`src/rtl/floor_amplitude_synthesis_top_assert.svh`:
```
// Assertion macros shared by the floor amplitude synthesis RTL.
// Each macro expects clk and rst_n in scope.
`ifndef FLOOR_AMPLITUDE_SYNTHESIS_TOP_ASSERT_SVH
`define FLOOR_AMPLITUDE_SYNTHESIS_TOP_ASSERT_SVH

// Same-cycle implication, disabled during reset.
`define FAS_ASSERT_IMPLY(name, ante, cons, msg) \
  name: assert property (@(posedge clk) disable iff (!rst_n) (ante) |-> (cons)) \
    else $error(msg);

// Next-cycle implication, disabled during reset.
`define FAS_ASSERT_NEXT(name, ante, cons, msg) \
  name: assert property (@(posedge clk) disable iff (!rst_n) (ante) |=> (cons)) \
    else $error(msg);

`endif

```
`src/rtl/fas_pkg.sv`:
```
// ----------------------------------------------------------------------------
// fas_pkg
// Types and constants for the floor amplitude synthesis block.
// ----------------------------------------------------------------------------
`default_nettype none

package fas_pkg;

  // Field widths
  localparam int unsigned IDX_W = 7;
  localparam int unsigned AMP_W = 8;
  localparam int unsigned X_W   = 15;
  localparam int unsigned RS_W  = 3;
  localparam int unsigned RNG_W = 9;

  // Request function codes
  localparam logic [1:0] FUNC_STORE = 2'd0;
  localparam logic [1:0] FUNC_POINT = 2'd1;
  localparam logic [1:0] FUNC_READ  = 2'd2;

  // Amplitude range per floor multiplier
  localparam logic [RNG_W-1:0] RANGE_MULT1 = 9'd256;
  localparam logic [RNG_W-1:0] RANGE_MULT2 = 9'd128;
  localparam logic [RNG_W-1:0] RANGE_MULT3 = 9'd86;
  localparam logic [RNG_W-1:0] RANGE_MULT4 = 9'd64;
  localparam logic [RS_W-1:0]  RANGE_SELECT_RESET = 3'd1;

  // Divider geometry: product dy*dx, padded to an even bit count, 2 bits a cycle
  localparam int unsigned PROD_W    = AMP_W + X_W;
  localparam int unsigned DIV_W     = PROD_W + (PROD_W % 2);
  localparam int unsigned DIV_STEPS = DIV_W / 2;
  localparam int unsigned DIV_CNT_W = $clog2(DIV_STEPS + 1);

  typedef struct packed {
    logic [1:0]       func;
    logic [IDX_W-1:0] point_index;
    logic [AMP_W-1:0] raw_value;
    logic [X_W-1:0]   x_this;
    logic [X_W-1:0]   x_low;
    logic [X_W-1:0]   x_high;
    logic [IDX_W-1:0] low_index;
    logic [IDX_W-1:0] high_index;
  } in_t;

  typedef struct packed {
    logic [IDX_W-1:0] entry_index;
    logic [AMP_W-1:0] amplitude;
    logic             unused_mark;
    logic             clamped;
  } out_t;

  // Divider status toward the sequencer
  typedef struct packed {
    logic busy;
    logic done;
  } div_stat_t;

endpackage

`default_nettype wire

```
`src/rtl/fas_div.sv`:
```
// ----------------------------------------------------------------------------
// fas_div
// Restoring unsigned divider, two quotient bits per cycle.
// ----------------------------------------------------------------------------
`default_nettype none

module fas_div (
  input  wire logic                          clk,
  input  wire logic                          rst_n,
  input  wire logic                          start,
  input  wire logic [fas_pkg::PROD_W-1:0]    dividend,
  input  wire logic [fas_pkg::X_W-1:0]       divisor,
  output fas_pkg::div_stat_t                 stat,
  output logic [fas_pkg::PROD_W-1:0]         quotient
);

  localparam int unsigned DW = fas_pkg::DIV_W;
  localparam int unsigned XW = fas_pkg::X_W;

  logic [DW-1:0]                  num_r;
  logic [DW-1:0]                  quo_r;
  logic [XW-1:0]                  rem_r;
  logic [XW-1:0]                  dsr_r;
  logic [fas_pkg::DIV_CNT_W-1:0]  cnt_r;
  logic                           busy_r;
  logic                           done_r;

  logic [DW-1:0] num_nxt;
  logic [DW-1:0] quo_nxt;
  logic [XW-1:0] rem_nxt;
  logic [XW:0]   trial;

  // Two compare/subtract steps per cycle
  always_comb begin
    num_nxt = num_r;
    quo_nxt = quo_r;
    rem_nxt = rem_r;
    trial   = '0;
    for (int k = 0; k < 2; k++) begin
      trial   = {rem_nxt, num_nxt[DW-1]};
      num_nxt = {num_nxt[DW-2:0], 1'b0};
      if (trial >= {1'b0, dsr_r}) begin
        rem_nxt = XW'(trial - {1'b0, dsr_r});
        quo_nxt = {quo_nxt[DW-2:0], 1'b1};
      end else begin
        rem_nxt = trial[XW-1:0];
        quo_nxt = {quo_nxt[DW-2:0], 1'b0};
      end
    end
  end

  // Iteration control
  always_ff @(posedge clk) begin
    if (!rst_n) begin
      busy_r <= 1'b0;
      done_r <= 1'b0;
      cnt_r  <= '0;
    end else begin
      // one-cycle pulse after the last step
      done_r <= !start && busy_r &&
                (cnt_r == fas_pkg::DIV_CNT_W'(fas_pkg::DIV_STEPS - 1));
      if (start) begin
        num_r  <= DW'(dividend);
        quo_r  <= '0;
        rem_r  <= '0;
        dsr_r  <= divisor;
        cnt_r  <= '0;
        busy_r <= 1'b1;
      end else if (busy_r) begin
        num_r <= num_nxt;
        quo_r <= quo_nxt;
        rem_r <= rem_nxt;
        cnt_r <= cnt_r + fas_pkg::DIV_CNT_W'(1);
        if (cnt_r == fas_pkg::DIV_CNT_W'(fas_pkg::DIV_STEPS - 1)) begin
          busy_r <= 1'b0;
        end
      end
    end
  end

  assign stat.busy = busy_r;
  assign stat.done = done_r;
  assign quotient  = quo_r[fas_pkg::PROD_W-1:0];

endmodule

`default_nettype wire

```
`src/rtl/floor_amplitude_synthesis_top.sv`:
```
// ----------------------------------------------------------------------------
// floor_amplitude_synthesis_top
// Floor1 amplitude list rebuild: endpoint store, point synthesis, entry read.
// ----------------------------------------------------------------------------
// Usage:
//   Requests enter on in_valid/in_ready with an fas_pkg::in_t payload; one
//   result per request (func 0, 1 or 2) leaves on out_valid/out_ready as an
//   fas_pkg::out_t. Func 3 is taken and dropped with no result.
//   cfg_valid/cfg_ready writes range_select; cfg_ready is always high. The
//   user makes writes only with no request in flight; the block does not
//   enforce it. One request is in work at a time: a store goes straight to
//   the finish state, a read passes the entry read state, and a point
//   request reads the high neighbor, preps, multiplies, waits on the divider,
//   predicts and unwraps, writing the point; the single mark write port then
//   takes the two neighbor clears in turn unless the code is zero.
//   Amplitudes and unused marks live in two synchronous memories of POINTS
//   entries. Reset clears control only: range_select returns to 1, memories
//   are not cleared and must be written before use.
//   If the receiver stalls, the finished result waits in the output register;
//   the next request is still taken, and its result waits until the register
//   frees.
// ----------------------------------------------------------------------------
`default_nettype none

module floor_amplitude_synthesis_top #(
  parameter int unsigned POINTS = 128
) (
  input  wire logic                        clk,
  input  wire logic                        rst_n,
  input  wire logic                        in_valid,
  output logic                             in_ready,
  input  wire fas_pkg::in_t                in_data,
  output logic                             out_valid,
  input  wire logic                        out_ready,
  output fas_pkg::out_t                    out_data,
  input  wire logic                        cfg_valid,
  output logic                             cfg_ready,
  input  wire logic [fas_pkg::RS_W-1:0]    cfg_data
);

  localparam int unsigned AW    = $clog2(POINTS);
  localparam int unsigned IW    = fas_pkg::IDX_W;
  localparam int unsigned MW    = fas_pkg::AMP_W;
  localparam int unsigned XW    = fas_pkg::X_W;
  localparam int unsigned RW    = fas_pkg::RNG_W;
  localparam int unsigned PW    = fas_pkg::PROD_W;
  localparam int unsigned PV_W  = PW + 2;
  localparam int unsigned VW    = 12;

  typedef enum logic [3:0] {
    S_IDLE, S_RD_HI, S_PREP, S_MUL, S_DIV_GO, S_DIV,
    S_PRED, S_UNWRAP, S_CLR_LO, S_CLR_HI, S_RD_ENT, S_FINISH
  } state_t;

  state_t                   state_r;
  logic [fas_pkg::RS_W-1:0] range_select_r;

  // Latched request
  logic [IW-1:0] idx_r, lo_r, hi_r;
  logic [MW-1:0] raw_r;
  logic [XW-1:0] xt_r, xl_r, xh_r;
  logic          idx_ok_r, lo_ok_r, hi_ok_r;

  // Interpolation datapath
  logic [MW-1:0] y0_r;
  logic [MW-1:0] dy_abs_r;
  logic [XW-1:0] dx_abs_r;
  logic [XW-1:0] span_abs_r;
  logic          span_zero_r;
  logic          neg_r;
  logic [PW-1:0] prod_r;
  logic [MW-1:0] pred_r;
  logic          flag_r;

  fas_pkg::out_t res_r;
  fas_pkg::out_t out_data_r;
  logic          out_valid_r;

  // Memories
  logic [MW-1:0] amp_mem  [POINTS];
  logic          mark_mem [POINTS];
  logic [MW-1:0] amp_rd_r;
  logic          mark_rd_r;

  logic          rd_en;
  logic [AW-1:0] rd_addr;
  logic          amp_we, mark_we;
  logic [AW-1:0] wr_addr;
  logic [MW-1:0] amp_wd;
  logic          mark_wd;

  logic in_fire;
  logic in_idx_ok;
  logic can_load;

  // Range decode
  logic [RW-1:0] amp_range;
  logic [MW-1:0] range_m1;

  always_comb begin
    case (range_select_r) inside
      3'd0, 3'd1: amp_range = fas_pkg::RANGE_MULT1;
      3'd2:       amp_range = fas_pkg::RANGE_MULT2;
      3'd3:       amp_range = fas_pkg::RANGE_MULT3;
      default:    amp_range = fas_pkg::RANGE_MULT4;
    endcase
  end

  assign range_m1 = MW'(amp_range - RW'(1));

  assign in_ready  = (state_r == S_IDLE);
  assign in_fire   = in_valid && in_ready;
  assign in_idx_ok = 32'(in_data.point_index) < POINTS;
  assign cfg_ready = 1'b1;
  assign can_load  = !out_valid_r || out_ready;

  // Endpoint clamp
  logic          ep_flag;
  logic [MW-1:0] ep_amp;

  assign ep_flag = in_data.raw_value > range_m1;
  assign ep_amp  = ep_flag ? range_m1 : in_data.raw_value;

  // Deltas and their magnitudes
  logic [MW-1:0]        y1;
  logic signed [MW:0]   dy_s;
  logic signed [XW:0]   span_s;
  logic signed [XW:0]   dx_s;

  assign y1     = hi_ok_r ? amp_rd_r : '0;
  assign dy_s   = $signed({1'b0, y1}) - $signed({1'b0, y0_r});
  assign span_s = $signed({1'b0, xh_r}) - $signed({1'b0, xl_r});
  assign dx_s   = $signed({1'b0, xt_r}) - $signed({1'b0, xl_r});

  // Divider
  fas_pkg::div_stat_t div_st;
  logic               div_start;
  logic [PW-1:0]      div_q;

  assign div_start = (state_r == S_DIV_GO);

  fas_div u_div (
    .clk      (clk),
    .rst_n    (rst_n),
    .start    (div_start),
    .dividend (prod_r),
    .divisor  (span_abs_r),
    .stat     (div_st),
    .quotient (div_q)
  );

  // Prediction and clamp
  logic [PW-1:0]   off;
  logic [PV_W-1:0] pv;
  logic [MW-1:0]   pred_c;
  logic            pred_flag;

  always_comb begin
    off = span_zero_r ? '0 : div_q;
    pv  = neg_r ? (PV_W'(y0_r) - PV_W'(off)) : (PV_W'(y0_r) + PV_W'(off));
    if (pv[PV_W-1]) begin
      pred_c    = '0;
      pred_flag = 1'b1;
    end else if (pv > PV_W'(range_m1)) begin
      pred_c    = range_m1;
      pred_flag = 1'b1;
    end else begin
      pred_c    = pv[MW-1:0];
      pred_flag = 1'b0;
    end
  end

  // Unwrap the code against the room to the range limits
  logic [RW-1:0]   hroom, lroom, mroom;
  logic [RW:0]     room;
  logic [RW-1:0]   half_up;
  logic [VW-1:0]   uval;
  logic [VW-1:0]   usum;
  logic [MW-1:0]   unw_amp;
  logic            unw_flag;

  always_comb begin
    hroom   = amp_range - RW'(pred_r);
    lroom   = RW'(pred_r);
    mroom   = (hroom < lroom) ? hroom : lroom;
    room    = {mroom, 1'b0};
    half_up = (RW'(raw_r) + RW'(1)) >> 1;
    if ((RW+1)'(raw_r) >= room) begin
      if (hroom > lroom) uval = VW'(raw_r) - VW'(pred_r);
      else               uval = VW'(hroom) - VW'(1) - VW'(raw_r);
    end else if (raw_r[0]) begin
      uval = VW'(0) - VW'(half_up);
    end else begin
      uval = VW'(raw_r >> 1);
    end
    usum = uval + VW'(pred_r);
    if (usum[VW-1]) begin
      unw_amp  = '0;
      unw_flag = 1'b1;
    end else if (usum > VW'(range_m1)) begin
      unw_amp  = range_m1;
      unw_flag = 1'b1;
    end else begin
      unw_amp  = usum[MW-1:0];
      unw_flag = 1'b0;
    end
  end

  logic          code_zero;
  logic [MW-1:0] fin_amp;

  assign code_zero = (raw_r == '0);
  assign fin_amp   = code_zero ? pred_r : unw_amp;

  // Memory port selection
  always_comb begin
    rd_en   = 1'b0;
    rd_addr = AW'(lo_r);
    amp_we  = 1'b0;
    mark_we = 1'b0;
    wr_addr = AW'(idx_r);
    amp_wd  = fin_amp;
    mark_wd = 1'b0;
    case (state_r)
      S_IDLE: begin
        rd_en   = in_fire && (in_data.func == fas_pkg::FUNC_POINT ||
                              in_data.func == fas_pkg::FUNC_READ);
        rd_addr = (in_data.func == fas_pkg::FUNC_READ) ? AW'(in_data.point_index)
                                                        : AW'(in_data.low_index);
        wr_addr = AW'(in_data.point_index);
        amp_wd  = ep_amp;
        if (in_fire && in_data.func == fas_pkg::FUNC_STORE && in_idx_ok) begin
          amp_we  = 1'b1;
          mark_we = 1'b1;
        end
      end
      S_RD_HI: begin
        rd_en   = 1'b1;
        rd_addr = AW'(hi_r);
      end
      S_UNWRAP: begin
        amp_we  = idx_ok_r;
        mark_we = idx_ok_r;
        mark_wd = code_zero;
      end
      S_CLR_LO: begin
        mark_we = lo_ok_r;
        wr_addr = AW'(lo_r);
      end
      S_CLR_HI: begin
        mark_we = hi_ok_r;
        wr_addr = AW'(hi_r);
      end
      default: begin
      end
    endcase
  end

  // Amplitude and mark memories, registered read
  always_ff @(posedge clk) begin
    if (amp_we)  amp_mem[wr_addr]  <= amp_wd;
    if (mark_we) mark_mem[wr_addr] <= mark_wd;
    if (rd_en) begin
      amp_rd_r  <= amp_mem[rd_addr];
      mark_rd_r <= mark_mem[rd_addr];
    end
  end

  // Sequencer, datapath registers and output register
  always_ff @(posedge clk) begin
    if (!rst_n) begin
      state_r        <= S_IDLE;
      range_select_r <= fas_pkg::RANGE_SELECT_RESET;
      out_valid_r    <= 1'b0;
    end else begin
      if (cfg_valid && cfg_ready) range_select_r <= cfg_data;
      // in S_FINISH a taken result is replaced by the next one below
      if (out_ready && state_r != S_FINISH) out_valid_r <= 1'b0;

      case (state_r)
        S_IDLE: begin
          if (in_fire) begin
            idx_r    <= in_data.point_index;
            lo_r     <= in_data.low_index;
            hi_r     <= in_data.high_index;
            raw_r    <= in_data.raw_value;
            xt_r     <= in_data.x_this;
            xl_r     <= in_data.x_low;
            xh_r     <= in_data.x_high;
            idx_ok_r <= in_idx_ok;
            lo_ok_r  <= 32'(in_data.low_index) < POINTS;
            hi_ok_r  <= 32'(in_data.high_index) < POINTS;
            case (in_data.func)
              fas_pkg::FUNC_STORE: begin
                res_r.entry_index <= in_data.point_index;
                res_r.amplitude   <= in_idx_ok ? ep_amp : '0;
                res_r.unused_mark <= 1'b0;
                res_r.clamped     <= ep_flag;
                state_r           <= S_FINISH;
              end
              fas_pkg::FUNC_POINT: state_r <= S_RD_HI;
              fas_pkg::FUNC_READ:  state_r <= S_RD_ENT;
              default:             state_r <= S_IDLE;
            endcase
          end
        end
        S_RD_HI: begin
          y0_r    <= lo_ok_r ? amp_rd_r : '0;
          state_r <= S_PREP;
        end
        S_PREP: begin
          dy_abs_r    <= dy_s[MW] ? MW'(-dy_s) : MW'(dy_s);
          dx_abs_r    <= dx_s[XW] ? XW'(-dx_s) : XW'(dx_s);
          span_abs_r  <= span_s[XW] ? XW'(-span_s) : XW'(span_s);
          span_zero_r <= (xh_r == xl_r);
          neg_r       <= dy_s[MW] ^ dx_s[XW] ^ span_s[XW];
          state_r     <= S_MUL;
        end
        S_MUL: begin
          prod_r  <= PW'(dy_abs_r) * PW'(dx_abs_r);
          state_r <= S_DIV_GO;
        end
        S_DIV_GO: begin
          state_r <= S_DIV;
        end
        S_DIV: begin
          if (div_st.done) state_r <= S_PRED;
        end
        S_PRED: begin
          pred_r  <= pred_c;
          flag_r  <= pred_flag;
          state_r <= S_UNWRAP;
        end
        S_UNWRAP: begin
          res_r.entry_index <= idx_r;
          res_r.amplitude   <= idx_ok_r ? fin_amp : '0;
          res_r.unused_mark <= idx_ok_r && code_zero;
          res_r.clamped     <= flag_r || (!code_zero && unw_flag);
          state_r           <= code_zero ? S_FINISH : S_CLR_LO;
        end
        S_CLR_LO: state_r <= S_CLR_HI;
        S_CLR_HI: state_r <= S_FINISH;
        S_RD_ENT: begin
          res_r.entry_index <= idx_r;
          res_r.amplitude   <= idx_ok_r ? amp_rd_r : '0;
          res_r.unused_mark <= idx_ok_r && mark_rd_r;
          res_r.clamped     <= 1'b0;
          state_r           <= S_FINISH;
        end
        S_FINISH: begin
          if (can_load) begin
            out_data_r  <= res_r;
            out_valid_r <= 1'b1;
            state_r     <= S_IDLE;
          end
        end
        default: state_r <= S_IDLE;
      endcase
    end
  end

  assign out_valid = out_valid_r;
  assign out_data  = out_data_r;

  // Assertions
`include "floor_amplitude_synthesis_top_assert.svh"

  `FAS_ASSERT_IMPLY(a_idle_write_is_store, amp_we && state_r == S_IDLE, in_fire && in_data.func == fas_pkg::FUNC_STORE, "memory write in idle without a store request")
  `FAS_ASSERT_IMPLY(a_div_start_free, div_start, !div_st.busy, "divider started while busy")
  `FAS_ASSERT_IMPLY(a_div_done_state, div_st.done, state_r == S_DIV, "divider finished outside the wait state")
  `FAS_ASSERT_NEXT(a_finish_loads, state_r == S_FINISH && can_load, out_valid_r && state_r == S_IDLE, "finished result not loaded into the output register")

endmodule

`default_nettype wire
```
`config.mk`:
```
export PLATFORM = sky130hd
export DESIGN_NAME = floor_amplitude_synthesis_top
export DESIGN_NICKNAME = d
export VERILOG_FILES = /design/src/rtl/fas_pkg.sv /design/src/rtl/fas_div.sv /design/src/rtl/floor_amplitude_synthesis_top.sv
export VERILOG_INCLUDE_DIRS = /design/src /design/src/rtl
export SDC_FILE = /design/constraint.sdc
export NUM_CORES = 2
export LEC_CHECK = 0
export ABC_CLOCK_PERIOD_IN_PS = 24800
export BUFFER_PORTS_ARGS = -buffer_cell sky130_fd_sc_hd__buf_2
export CELL_PAD_IN_SITES_DETAIL_PLACEMENT = 1
export CELL_PAD_IN_SITES_GLOBAL_PLACEMENT = 2
export CORE_MARGIN = 3
export CORE_UTILIZATION = 52
export CTS_BUF_LIST = sky130_fd_sc_hd__clkbuf_8
export CTS_CLUSTER_DIAMETER = 150
export DETAILED_ROUTE_END_ITERATION = 8
export GPL_TIMING_DRIVEN = 0
export PLACE_DENSITY_LB_ADDON = 0.1
export SLEW_MARGIN = 20
export SYNTH_ARGS = -nofsm -noshare
export SYNTH_HDL_FRONTEND = slang
export SYNTH_SLANG_ARGS = --single-unit
```
`constraint.sdc`:
```
create_clock -name clk -period 24.8 [get_ports clk]
set_input_delay 2.48 -clock clk [delete_from_list [all_inputs] [get_ports clk]]
set_output_delay 2.48 -clock clk [all_outputs]
set_load 0.1 [all_outputs]
```
==> qor.txt <==
total gr overflow - 0
post-synthesis adder-cell area fraction - 6.26%
Final Net Count - 5427
Global Route Usage Sum - 29.9%
DRT iter0 DRCs - 3783
WL final - 200000 um
Worst Path Arrival - 12.65 ns
clk buf depth - 3
total setup buffers inserted after CTS - 0
routability cong. - 0.886
Hold Path Class - reg2reg
Worst setup SP type - flip-flop
Clock Skew - 0.0707 ns
YS warnings - 0
outcome - completed
DR pass1 iterations - 6
Worst path slowest cell - inv_1
Synth-to-Final Area Change - 12.4%
hold_buf cts - 0
#FFs+latches synth - 1440
Starting Density - 52.8%
CP max stage delay - 0.63 ns
vias in the first global route - 45293
R2R setup slack - 12.93 ns
post-synthesis async set-or-reset flop share - 0%
Synth Area in XOR/XNOR - 1.84%
first-pass GRT wire length - 299000 um
Power Dens Cells - 124 nW/um^2
MaxCap Viol Count - 0
unrepaired setup endpoints after global routing - false
post-layout util - 59.4%
worst setup path start - range_select_r[2]$_SDFFE_PN0P_
port bufs - 102
endpoints failing setup - 0
Final Cycle Share - 47.9%
Slew @ Worst Pin - 1.17 ns
worst hold slack - 0.418 ns
Simple-Gate Fraction of Synth Area - 9.12%
syn nets - 5034
wire per inst - 28.7 um
htree depth - 4
vias - 42658
Fin. Hold Viols - 0
mux cell area share after synthesis - 10.3%
largest net degree at the start of global routing - 75
worst-path maximum fanout - 20
delay-heaviest family, CP - compound AO/OA/AOI/OAI gates
Setup TNS Final - 0 ns
Max Slew Vio Count - 0
Core Rows - 131
mapped cell area - 67900 sq um
root buffer cell - clkbuf_8
critical path required time - 25.58 ns
most frequent CP cell - buf_6
core area - 129000 sq um
largest family of logic cells by synthesized area - multiplexers
minimum clock period - 11.87 ns
Mapped Avg Cell Area - 14.6 sq um
io pins - 104
relative slew slack - 22.3%
Critical Setup Path Class - reg2reg
clock sinks - 1440
Synth Area in Compound Gates - 6.50%
Max Fclk - 84.2 MHz
Post-Syn Instances - 4664
sequential-to-total area share from yosys stat - 63.5%
top_reg_cell synth - edfxtp_1
die width - 367 um
# fillers - 12289
layout cell share with drive strength beyond 1 - 16.4%
later-pin clock latency in the skew report - 0.98 ns
worst r2r src - range_select_r[2]$_SDFFE_PN0P_
post-DP HPWL - 145000 um
Final Total Pwr - 9.43 mW
Routed Antenna Nets - 0
post_cts resized - 0
Hold Startpoint - res_r[1]$_DFFE_PP_
CP Capture Type - flip-flop
Clock transition at path regs - 0.06 ns
TritonCTS clock tree - done
Cell variety after synth - 93
Static Leak - 26.8 nW
drt drc - 0
Bufs and invs on worst path - 11
die area - 135000 sq um
vias per cell - 6.11
Num CTS Buffers - 230
EDFF count, synth - 1426
die height - 367 um
worst vdd ir - 0.119 mV
initial antenna violation count - 9
## synth_stat cells, types with 23 or more instances
| cell | count | share of area (%) |
|---|---|---|
| a211oi_1 | 66 | 0.73 |
| a21o_1 | 40 | 0.44 |
| a21oi_1 | 130 | 0.96 |
| a311oi_1 | 29 | 0.37 |
| a31oi_1 | 36 | 0.33 |
| and2_1 | 131 | 1.2 |
| buf_2 | 46 | 0.34 |
| clkbuf_1 | 159 | 0.88 |
| edfxtp_1 | 1426 | 63 |
| fa_1 | 89 | 2.6 |
| ha_1 | 197 | 3.6 |
| inv_1 | 203 | 1.1 |
| mux2i_1 | 38 | 0.56 |
| mux4_2 | 288 | 9.6 |
| nand2_1 | 553 | 3.1 |
| nand2b_1 | 23 | 0.21 |
| nand3_1 | 67 | 0.49 |
| nor2_1 | 436 | 2.4 |
| nor2b_1 | 33 | 0.30 |
| nor3_1 | 42 | 0.31 |
| o211ai_1 | 42 | 0.46 |
| o21ai_0 | 104 | 0.77 |
| xnor2_1 | 111 | 1.4 |
| xor2_1 | 32 | 0.41 |
## placed cells by master, fill, tap and decap left out, drive strengths merged, types with 67 or more instances in the layout
cell type,instances
edfxtp,1426
nand2,553
nor2,438
clkbuf,389
mux4,288
inv,279
buf,223
ha,197
and2,132
a21oi,131
xnor2,111
o21ai,109
clkinv,108
fa,89
a211oi,68
nand3,67
## where the power goes
part | switching, mW | total (mW) | internal, mW
logic | 2.65 | 4.21 | 1.57
registers | 0.0522 | 3.22 | 3.17
clock network | 1.00 | 2.00 | 0.994
## per-layer routing
| layer | GRT usage [%] | part of all wire, % | vias up |
|---|---|---|---|
| met3 | 5.09 | 6.7 | 459 |
| met4 | 12.9 | 4.8 | 2 |
| met2 | 49.5 | 49 | 1671 |
| met1 | 39.2 | 40 | 22038 |
| met5 | 0 | 0.0065 | - |
| li1 | - | - | 18488 |
## cell type report
| class | instances | area, sq um | share of cell area, % |
|---|---|---|---|
| tap | 1729 | 2160 | 2.84 |
| antenna | 5 | 12.5 | 0.0164 |
| multi-input combinational | 2798 | 23200 | 30.5 |
| sequential | 1440 | 43100 | 56.5 |
| buffer | 221 | 917 | 1.20 |
| clock buffer | 230 | 3170 | 4.15 |
| inverter | 205 | 769 | 1.01 |
| clock inverter | 195 | 1260 | 1.65 |
| timing repair buffer | 161 | 1640 | 2.15 |
## path summary, 6_finish.rpt
check                              to  cells past startpoint
max          amp_mem[93][5]$_DFFE_PP_                     44
max reg2reg  amp_mem[93][5]$_DFFE_PP_                     44
min             out_data[1]$_DFFE_PP_                      0
min reg2reg     out_data[1]$_DFFE_PP_                      0
## state kept, by name (all words and copies together), names as in the netlist, 7 cells and up
| signal | flops |
|---|---|
| xh_r | 15 |
| out_data | 17 |
| prod_r | 23 |
| u_div.quo_r | 23 |
| raw_r | 8 |
| lo_r | 7 |
| dy_abs_r | 8 |
| res_r | 17 |
| y0_r | 8 |
| amp_mem | 1024 |
| dx_abs_r | 15 |
| u_div.num_r | 24 |
| amp_rd_r | 8 |
| idx_r | 7 |
| span_abs_r | 15 |
| xt_r | 15 |
| hi_r | 7 |
| u_div.rem_r | 15 |
| pred_r | 8 |
| u_div.dsr_r | 15 |
| xl_r | 15 |
| mark_mem | 128 |
## cell families after synthesis
logic type	count (synthesis)
AO/OA/AOI/OAI	639
multiplexers	337
flip-flops	1440
adder cells (fa/ha/maj)	286
buffers and inverters	426
XOR/XNOR	143
AND/OR/NAND/NOR	1392
other	1
## through the flow
step	std cells	setup WS [ns]	area [sq um]
6_report	6984	12.93	76300
5_1_grt	6983	12.01	76300
4_1_cts	6979	12.92	76300
3_5_place_dp	6554	12.94	71800
3_3_place_gp	6495	5.14	70600
2_1_floorplan	4664	12.14	67900
Power figures use the tool's default switching activity.
